`src/rtl/core/tsd_pkg.sv`:
```
`timescale 1ns / 1ps
package tsd_pkg;

	localparam int TSD_QB          = 16;
	localparam int TSD_COORD_BITS  = 16;

	localparam logic [31:0] HASH_KX    = 32'd1597334677;
	localparam logic [31:0] HASH_KY    = 32'd3812015801;
	localparam logic [31:0] HASH_KS    = 32'd95868953;
	localparam logic [31:0] HASH_KM    = 32'd2246822519;

	localparam logic [2:0] REG_SCALE    = 3'd0;
	localparam logic [2:0] REG_SNOWLINE = 3'd1;
	localparam logic [2:0] REG_FALLOFF  = 3'd2;
	localparam logic [2:0] REG_MAXD     = 3'd3;
	localparam logic [2:0] REG_COVER    = 3'd4;
	localparam logic [2:0] REG_MELT     = 3'd5;
	localparam logic [2:0] REG_WEIGHTS  = 3'd6;
	localparam logic [2:0] REG_MODE     = 3'd7;

	localparam logic [23:0] RST_SCALE    = 24'd256000;
	localparam logic [14:0] RST_SNOWLINE = 15'd800;
	localparam logic [12:0] RST_FALLOFF  = 13'd250;
	localparam logic [14:0] RST_MAXD     = 15'd800;
	localparam logic [16:0] RST_COVER    = 17'd45875;
	localparam logic [16:0] RST_MELT     = 17'd9830;
	localparam logic [47:0] RST_WEIGHTS  = 48'd98300522332569;
	localparam logic [31:0] RST_MODE     = 32'd7331;

	localparam logic [16:0] ONE_Q16 = 17'd65536;

	// carried through the altitude divider
	typedef struct packed {
		logic               vld;
		logic               tz;
		logic               tf;
		logic signed [15:0] h;
		logic [16:0]        stable;
		logic [16:0]        retain;
		logic [16:0]        noise;
	} fside_t;

	// carried through the height divider
	typedef struct packed {
		logic               vld;
		logic               sat;
		logic [16:0]        amt;
		logic [14:0]        dep;
		logic signed [15:0] h;
	} bside_t;

endpackage

```
`src/rtl/core/tsd_div.sv`:
```
`timescale 1ns / 1ps
module tsd_div #(
	parameter int DW = 37,
	parameter int SW = 1
) (
	input  logic                       clk,
	input  logic                       arst_n,
	input  logic                       en,
	input  logic [DW-1:0]              num,
	input  logic [DW-1:0]              den,
	input  logic [SW-1:0]              side_in,
	output logic [tsd_pkg::TSD_QB-1:0] quo,
	output logic [SW-1:0]              side_out
);
	import tsd_pkg::*;

	localparam int QB = TSD_QB;

	// restoring divide, one quotient bit per stage; num < den << QB
	logic [DW-1:0] rem_s  [QB-1];
	logic [DW-1:0] den_s  [QB-1];
	logic [QB-1:0] quo_s  [QB];
	logic [SW-1:0] side_s [QB];

	for (genvar i = 0; i < QB; i++) begin : g_stg
		logic [DW-1:0] rem_in;
		logic [DW-1:0] den_in;
		logic [QB-1:0] quo_in;
		logic [SW-1:0] sd_in;
		logic [DW-1:0] trial;
		logic          ge;

		if (i == 0) begin : g_first
			assign rem_in = num;
			assign den_in = den;
			assign quo_in = '0;
			assign sd_in  = side_in;
		end else begin : g_next
			assign rem_in = rem_s[i-1];
			assign den_in = den_s[i-1];
			assign quo_in = quo_s[i-1];
			assign sd_in  = side_s[i-1];
		end

		assign trial = den_in << (QB - 1 - i);
		assign ge    = rem_in >= trial;

		always_ff @(posedge clk or negedge arst_n) begin
			if (!arst_n) begin
				side_s[i] <= '0;
			end else if (en) begin
				side_s[i] <= sd_in;
			end
		end

		always_ff @(posedge clk) begin
			if (en) begin
				quo_s[i] <= quo_in | (QB'(ge) << (QB - 1 - i));
			end
		end

		if (i < QB - 1) begin : g_rem
			always_ff @(posedge clk) begin
				if (en) begin
					rem_s[i] <= ge ? rem_in - trial : rem_in;
					den_s[i] <= den_in;
				end
			end
		end
	end

	assign quo      = quo_s[QB-1];
	assign side_out = side_s[QB-1];

endmodule

```
`config.mk`:
```
export PLATFORM = sky130hd
export DESIGN_NAME = tsd_div
export DESIGN_NICKNAME = d
export VERILOG_FILES = /design/src/rtl/core/tsd_pkg.sv /design/src/rtl/core/tsd_div.sv
export SDC_FILE = /design/constraint.sdc
export NUM_CORES = 2
export LEC_CHECK = 0
export ABC_AREA = 1
export BUFFER_PORTS_ARGS = -buffer_cell sky130_fd_sc_hd__buf_2
export CELL_PAD_IN_SITES_DETAIL_PLACEMENT = 2
export CELL_PAD_IN_SITES_GLOBAL_PLACEMENT = 2
export CORE_MARGIN = 2
export CORE_UTILIZATION = 40
export CTS_CLUSTER_DIAMETER = 150
export DETAILED_ROUTE_END_ITERATION = 8
export GPL_ROUTABILITY_DRIVEN = 0
export PLACE_DENSITY_LB_ADDON = 0.1
export SLEW_MARGIN = 20
export SYNTH_ARGS = -nofsm -noshare
export SYNTH_HDL_FRONTEND = slang
export SYNTH_SLANG_ARGS = --single-unit
```
`constraint.sdc`:
```
create_clock -name clk -period 3.35 [get_ports clk]
set_input_delay 0.67 -clock clk [delete_from_list [all_inputs] [get_ports clk]]
set_output_delay 0.67 -clock clk [all_outputs]
set_load 0.02 [all_outputs]
```
# Yosys cells after proc, flatten, opt, wreduce, memory -nomap -nowiden
# Memory sizes are Yosys's and may differ from the RTL's.
# Cells that the tools add are included.
[classes] addsub=15 n_bitwise=15 magnitude_cmp=16 muxes=17
[op_table] op="$ge 37x37->1" count=16
[op_table] op="$mux 37" count=15
[op_table] op="$sub 37x37->37" count=15
[op_table] op="$or 16x1->16" count=1
[op_table] op="$or 16x10->16" count=1
[op_table] op="$or 16x11->16" count=1
[op_table] op="$or 16x12->16" count=1
[op_table] op="$or 16x13->16" count=1
[op_table] op="$or 16x14->16" count=1
[op_table] op="$or 16x15->16" count=1
[op_table] op="$or 16x2->16" count=1
[op_table] op="$or 16x3->16" count=1
[op_table] op="$or 16x4->16" count=1
[op_table] op="$or 16x5->16" count=1
[op_table] op="$or 16x6->16" count=1
[op_table] op="$or 16x7->16" count=1
[op_table] op="$or 16x8->16" count=1
[op_table] op="$or 16x9->16" count=1
[op_table] op="$mux 1" count=2
[totals] input_bits=78 wordCells=82 n_memories=3 regBits=16 ram_bits=1366 output_inout_bits=17
[mem_list] name="den_s" depth=15 word_bits=37 rd=15 rd_clocked_by_memory_dff=0 write_ports=15 line_no="tsd_div.sv:21" source="logic [DW-1:0] den_s [QB-1];"
[mem_list] name="rem_s" depth=15 word_bits=37 rd=15 rd_clocked_by_memory_dff=0 write_ports=15 line_no="tsd_div.sv:20" source="logic [DW-1:0] rem_s [QB-1];"
[mem_list] name="quo_s" depth=16 word_bits=16 rd=16 rd_clocked_by_memory_dff=0 write_ports=16 line_no="tsd_div.sv:22" source="logic [QB-1:0] quo_s [QB];"

# Longest topological paths before layout
# An unclocked memory read counts as a cell.
[depth] depth_word=3 mapped_depth=16 mapped_depth_nobuf=16

# Worst setup path before layout
# No wires, ideal clock.
[synth_timing] path_type="input -> register" startpoint="input num[15]" endpoint="memory rem_s[0][16], data pin" arrival_time_ns=2.294 cell_stages=12 t_required_ns=3.089 slack_ns=0.795 path_cell_list="inv_1 ha_1 fa_1 inv_1 nand3_1 nand2_1 nand2_1 nand2_1 nand3b_2 nand3_4 buf_6 o21ai_0"
[synth_lines] element="start, declared" line_no="tsd_div.sv:9" source="input logic [DW-1:0] num,"
[synth_lines] element="end, declared" line_no="tsd_div.sv:20"

==> qor.txt <==
run status = finished, final reports clean
vias per cell = 5.55
share of cells above drive strength 1 = 5.88%
synthesized-area fraction occupied by adder cells = 8.13%
cell family with most CP delay = simple AND/OR/NAND/NOR gates
worst slew slack as a fraction of its limit = 41.0%
combinational cell fraction of total power = 47.3%
total grt overflow = 0
unique cell type count in the Yosys netlist = 56
Setup WS post-layout = 0.0505 ns
Buffers on Ports = 94
leakage dissipation = 0.0402 µW
max-slew violation count = 0
cell area after placement = 80500 µm²
Synth top area share = 49.0%
NetSw = 38200 µW
FF+latch area = 37800 µm²
synthesized-area fraction occupied by xor and xnor cells = 2.59%
simple logic cell fraction of the synthesized area = 24.8%
per-cell routed wire length = 27.1 µm
compound-cell area share of the yosys netlist = 6.50%
cell chain of the critical path = inv_1 > ha_1 > a21oi_1 > nand2_1 > nand3_1 > nand2_1 > nand2_1 > nand2_1 > nand3_1 > nand2_2 > inv_2 > nand2_1 > nand2_1
Critical path buffers and inverters = 2
final instance area = 85900 µm²
count of synthesis-stage warnings from yosys = 0
endpoint arrival time on the critical path = 3.98 ns
post-route fraction of the period consumed by the critical path = 98.5%
Highest Clock Rate = 0.303 GHz
worst voltage drop across the vdd grid = 464 µV
final WL = 324000 µm
final number of hold-violating endpoints = 0
share of synthesized flip-flops with an asynchronous set or reset = 1.27%
flop-to-flop setup slack = 0.05 ns
io pins = 95
critical path's largest stage delay = 0.48 ns
half-perimeter wire length after detailed placement = 255000 µm
start-to-end type of the worst setup path = flip-flop to flip-flop
area inside the core boundary = 190000 µm²
Seq/Total Area, Yosys = 49.6%
met2 layer usage reported by global route = 60.9%
global-route usage over all layers = 33.2%
level count of the clock H-tree = 4
number of antenna violations at the first check in global routing = 8
largest family of logic cells by synthesized area = simple AND/OR/NAND/NOR gates
capturing element type of the critical path = flip-flop
HP Class = primary input to flip-flop
most heavily used metal layer in global routing = met2
Root Buffer Master = clkbuf_16
global-route track usage on met3 = 3.57%
TritonCTS clock tree = yes
number of instances in the synthesized netlist = 9032
TritonCTS Sinks = 1262
cell area after technology mapping = 76300 µm²
hold slack final = 0.0416 ns
Crit. path cell count = 13
die height = 441 µm
die boundary width = 441 µm
first-pass GRT wire length = 480000 µm
net count of the finished layout = 9903
count of routing violations after the opening detailed-route iteration = 4169
DRC viols = 0
synth top area cells = edfxtp_1 (49%), nand2_1 (14%), ha_1 (7.7%)
multiplexer share of the synthesized area = 0%
maximum root-to-sink buffer count = 3
Internal Pwr Total = 43500 µW
share of power burned in the clock network = 21.1%
share of power burned in registers = 31.7%
synth-to-layout area growth = 12.6%
setup repair after global routing missed its margin = no
first-pass iteration count of the detailed router = 5
Syn Area/Cell = 8.45 µm²
number of global-route vias before repair = 74100
Post-synth EDFFs = 1246
largest fanout on the critical path = 21
most common flop cell mapped by yosys = edfxtp_1
worst-margin pin slew = 0.879 ns
count of vias placed by the detailed router = 66400
worst path required time = 4.03 ns
syn_nets = 9597
clk_lat worst skew = 0.84 ns
CP Launch Type = flip-flop
switching share of total power = 46.8%
Post-Route Skew = 0.0505 ns
dominant cell type by count on the critical path = nand2_1
Seq cells post-synth = 1262
final period demand of the worst path = 3.30 ns
total power density per cell area = 951 nW/µm²
Post-Place Worst Slack = -0.363 ns
routing usage on met1 = 36.4%
CP max-delay cell = edfxtp_1
number of placement rows = 160
final setup fails = 0
length in cells of the worst reg-to-reg path = 13
cell count of the worst hold path = 1
area taken by multi-input logic gates = 32100 µm²
Num CTS Buffers = 152
total die area = 194000 µm²
accumulated negative setup slack = 0 ns
Final ANT Viol Nets = 0
largest net degree at the start of global routing = 95
effective utilization at floorplan = 40.2%
fillcell total = 21200
max capacitance violation total = 0
clock transition time at the flip-flop clock pins of the worst setup and hold paths = 0.06 ns
cell type with the highest aggregate area in the netlist = edfxtp_1
[placed cells by master, fill, tap and decap left out, drive strengths merged, types with 28 or more instances in the layout]
| cell type | count |
|---|---|
| nand2 | 2797 |
| inv | 1535 |
| edfxtp | 1246 |
| nor2 | 671 |
| nand3 | 619 |
| a21oi | 491 |
| ha | 472 |
| o21ai | 392 |
| buf | 225 |
| nand4 | 197 |
| clkbuf | 185 |
| xor2 | 182 |
| nor3 | 98 |
| clkinv | 62 |
| xnor2 | 44 |
| nand3b | 41 |
| o21bai | 30 |
| dlygate4sd3 | 29 |
| and2 | 28 |
[area by class of cell]
class	count	area share [%]
flip-flops and latches	1262	44.0
multi-input cells	6140	37.3
inverters	1528	6.67
clock buffers	185	4.60
well taps	2511	3.66
repair buffers	254	2.45
clock inverters	94	1.27
diodes	4	0.0116
[state kept, by name, summed over array words and instances, names as in the netlist]
signal / cells
den_s: 555
g_stg.sd_in: 15
quo_s: 136
rem_s: 555
side_out: 1
[kinds of logic after synthesis]
kind of cell	after synthesis
buffers and inverters	1630
flip-flops	1262
AND/OR/NAND/NOR	4484
adder cells (fa/ha/maj)	487
AO/OA/AOI/OAI	943
XOR/XNOR	226
[path summary, 6_finish.rpt]
path | from | to
max in group asynchronous | arst_n | g_stg[8].sd_in$_DFFE_PN0P_
worst max-delay path | den_s[0][2]$_DFFE_PP_ | rem_s[1][19]$_DFFE_PP_
worst min-delay path | den[25] | den_s[0][25]$_DFFE_PP_
min in group asynchronous | arst_n | g_stg[1].sd_in$_DFFE_PN0P_
worst max register to register | den_s[0][2]$_DFFE_PP_ | rem_s[1][19]$_DFFE_PP_
worst min register to register | quo_s[1][53]$_DFFE_PP_ | quo_s[1][69]$_DFFE_PP_
[timing repair]
item | 4_1_cts | 5_1_grt
hold buffers | 29 | 0
buffers inserted | 0 | 4
endpoints found under the hold margin | 44 | 0
pin swaps | 0 | 1
resized for setup | 4 | 2
setup endpoints to repair | 28 | 25
[Yosys cell counts, types with 12 or more instances]
master / count
a21o_1: 12
a21oi_1: 487
and2_1: 24
buf_2: 48
buf_4: 15
buf_6: 18
clkbuf_1: 12
dfrtp_1: 16
edfxtp_1: 1246
fa_1: 15
ha_1: 472
inv_1: 1521
nand2_1: 2774
nand2_2: 20
nand3_1: 595
nand3_2: 22
nand3b_1: 40
nand4_1: 191
nor2_1: 651
nor2_2: 15
nor3_1: 94
nor4_1: 25
o21ai_0: 353
o21ai_1: 23
o21ai_2: 16
o21bai_1: 30
xnor2_1: 44
xor2_1: 182
[per-layer routing]
layer	part of all wire, %	vias to the layer above
li1	-	30300
met1	38	33400
met2	52	1805
met3	3.5	869
met4	7.4	2
met5	0.0040	-
[stage by stage]
step | total power, µW | std cells | util (%)
after global placement | 60900 | 11700 | 42.4
after floorplan | 48000 | 9032 | -
after detailed placement | 63500 | 11700 | 42.4
after global routing | 86400 | 12000 | 45.3
after CTS | 81600 | 12000 | 45.3
final | 81700 | 12000 | 45.3
[power by group through the flow]
stage	Clock [µW]	Sequential [µW]	Combinational, µW
after floorplan	0	23500	24500
after global placement	0	25800	35100
after detailed placement	0	26100	37400
after CTS	17500	25800	38300
after global routing	18000	25900	42500
final	17200	25900	38600
(Power assumes the default switching activity.)
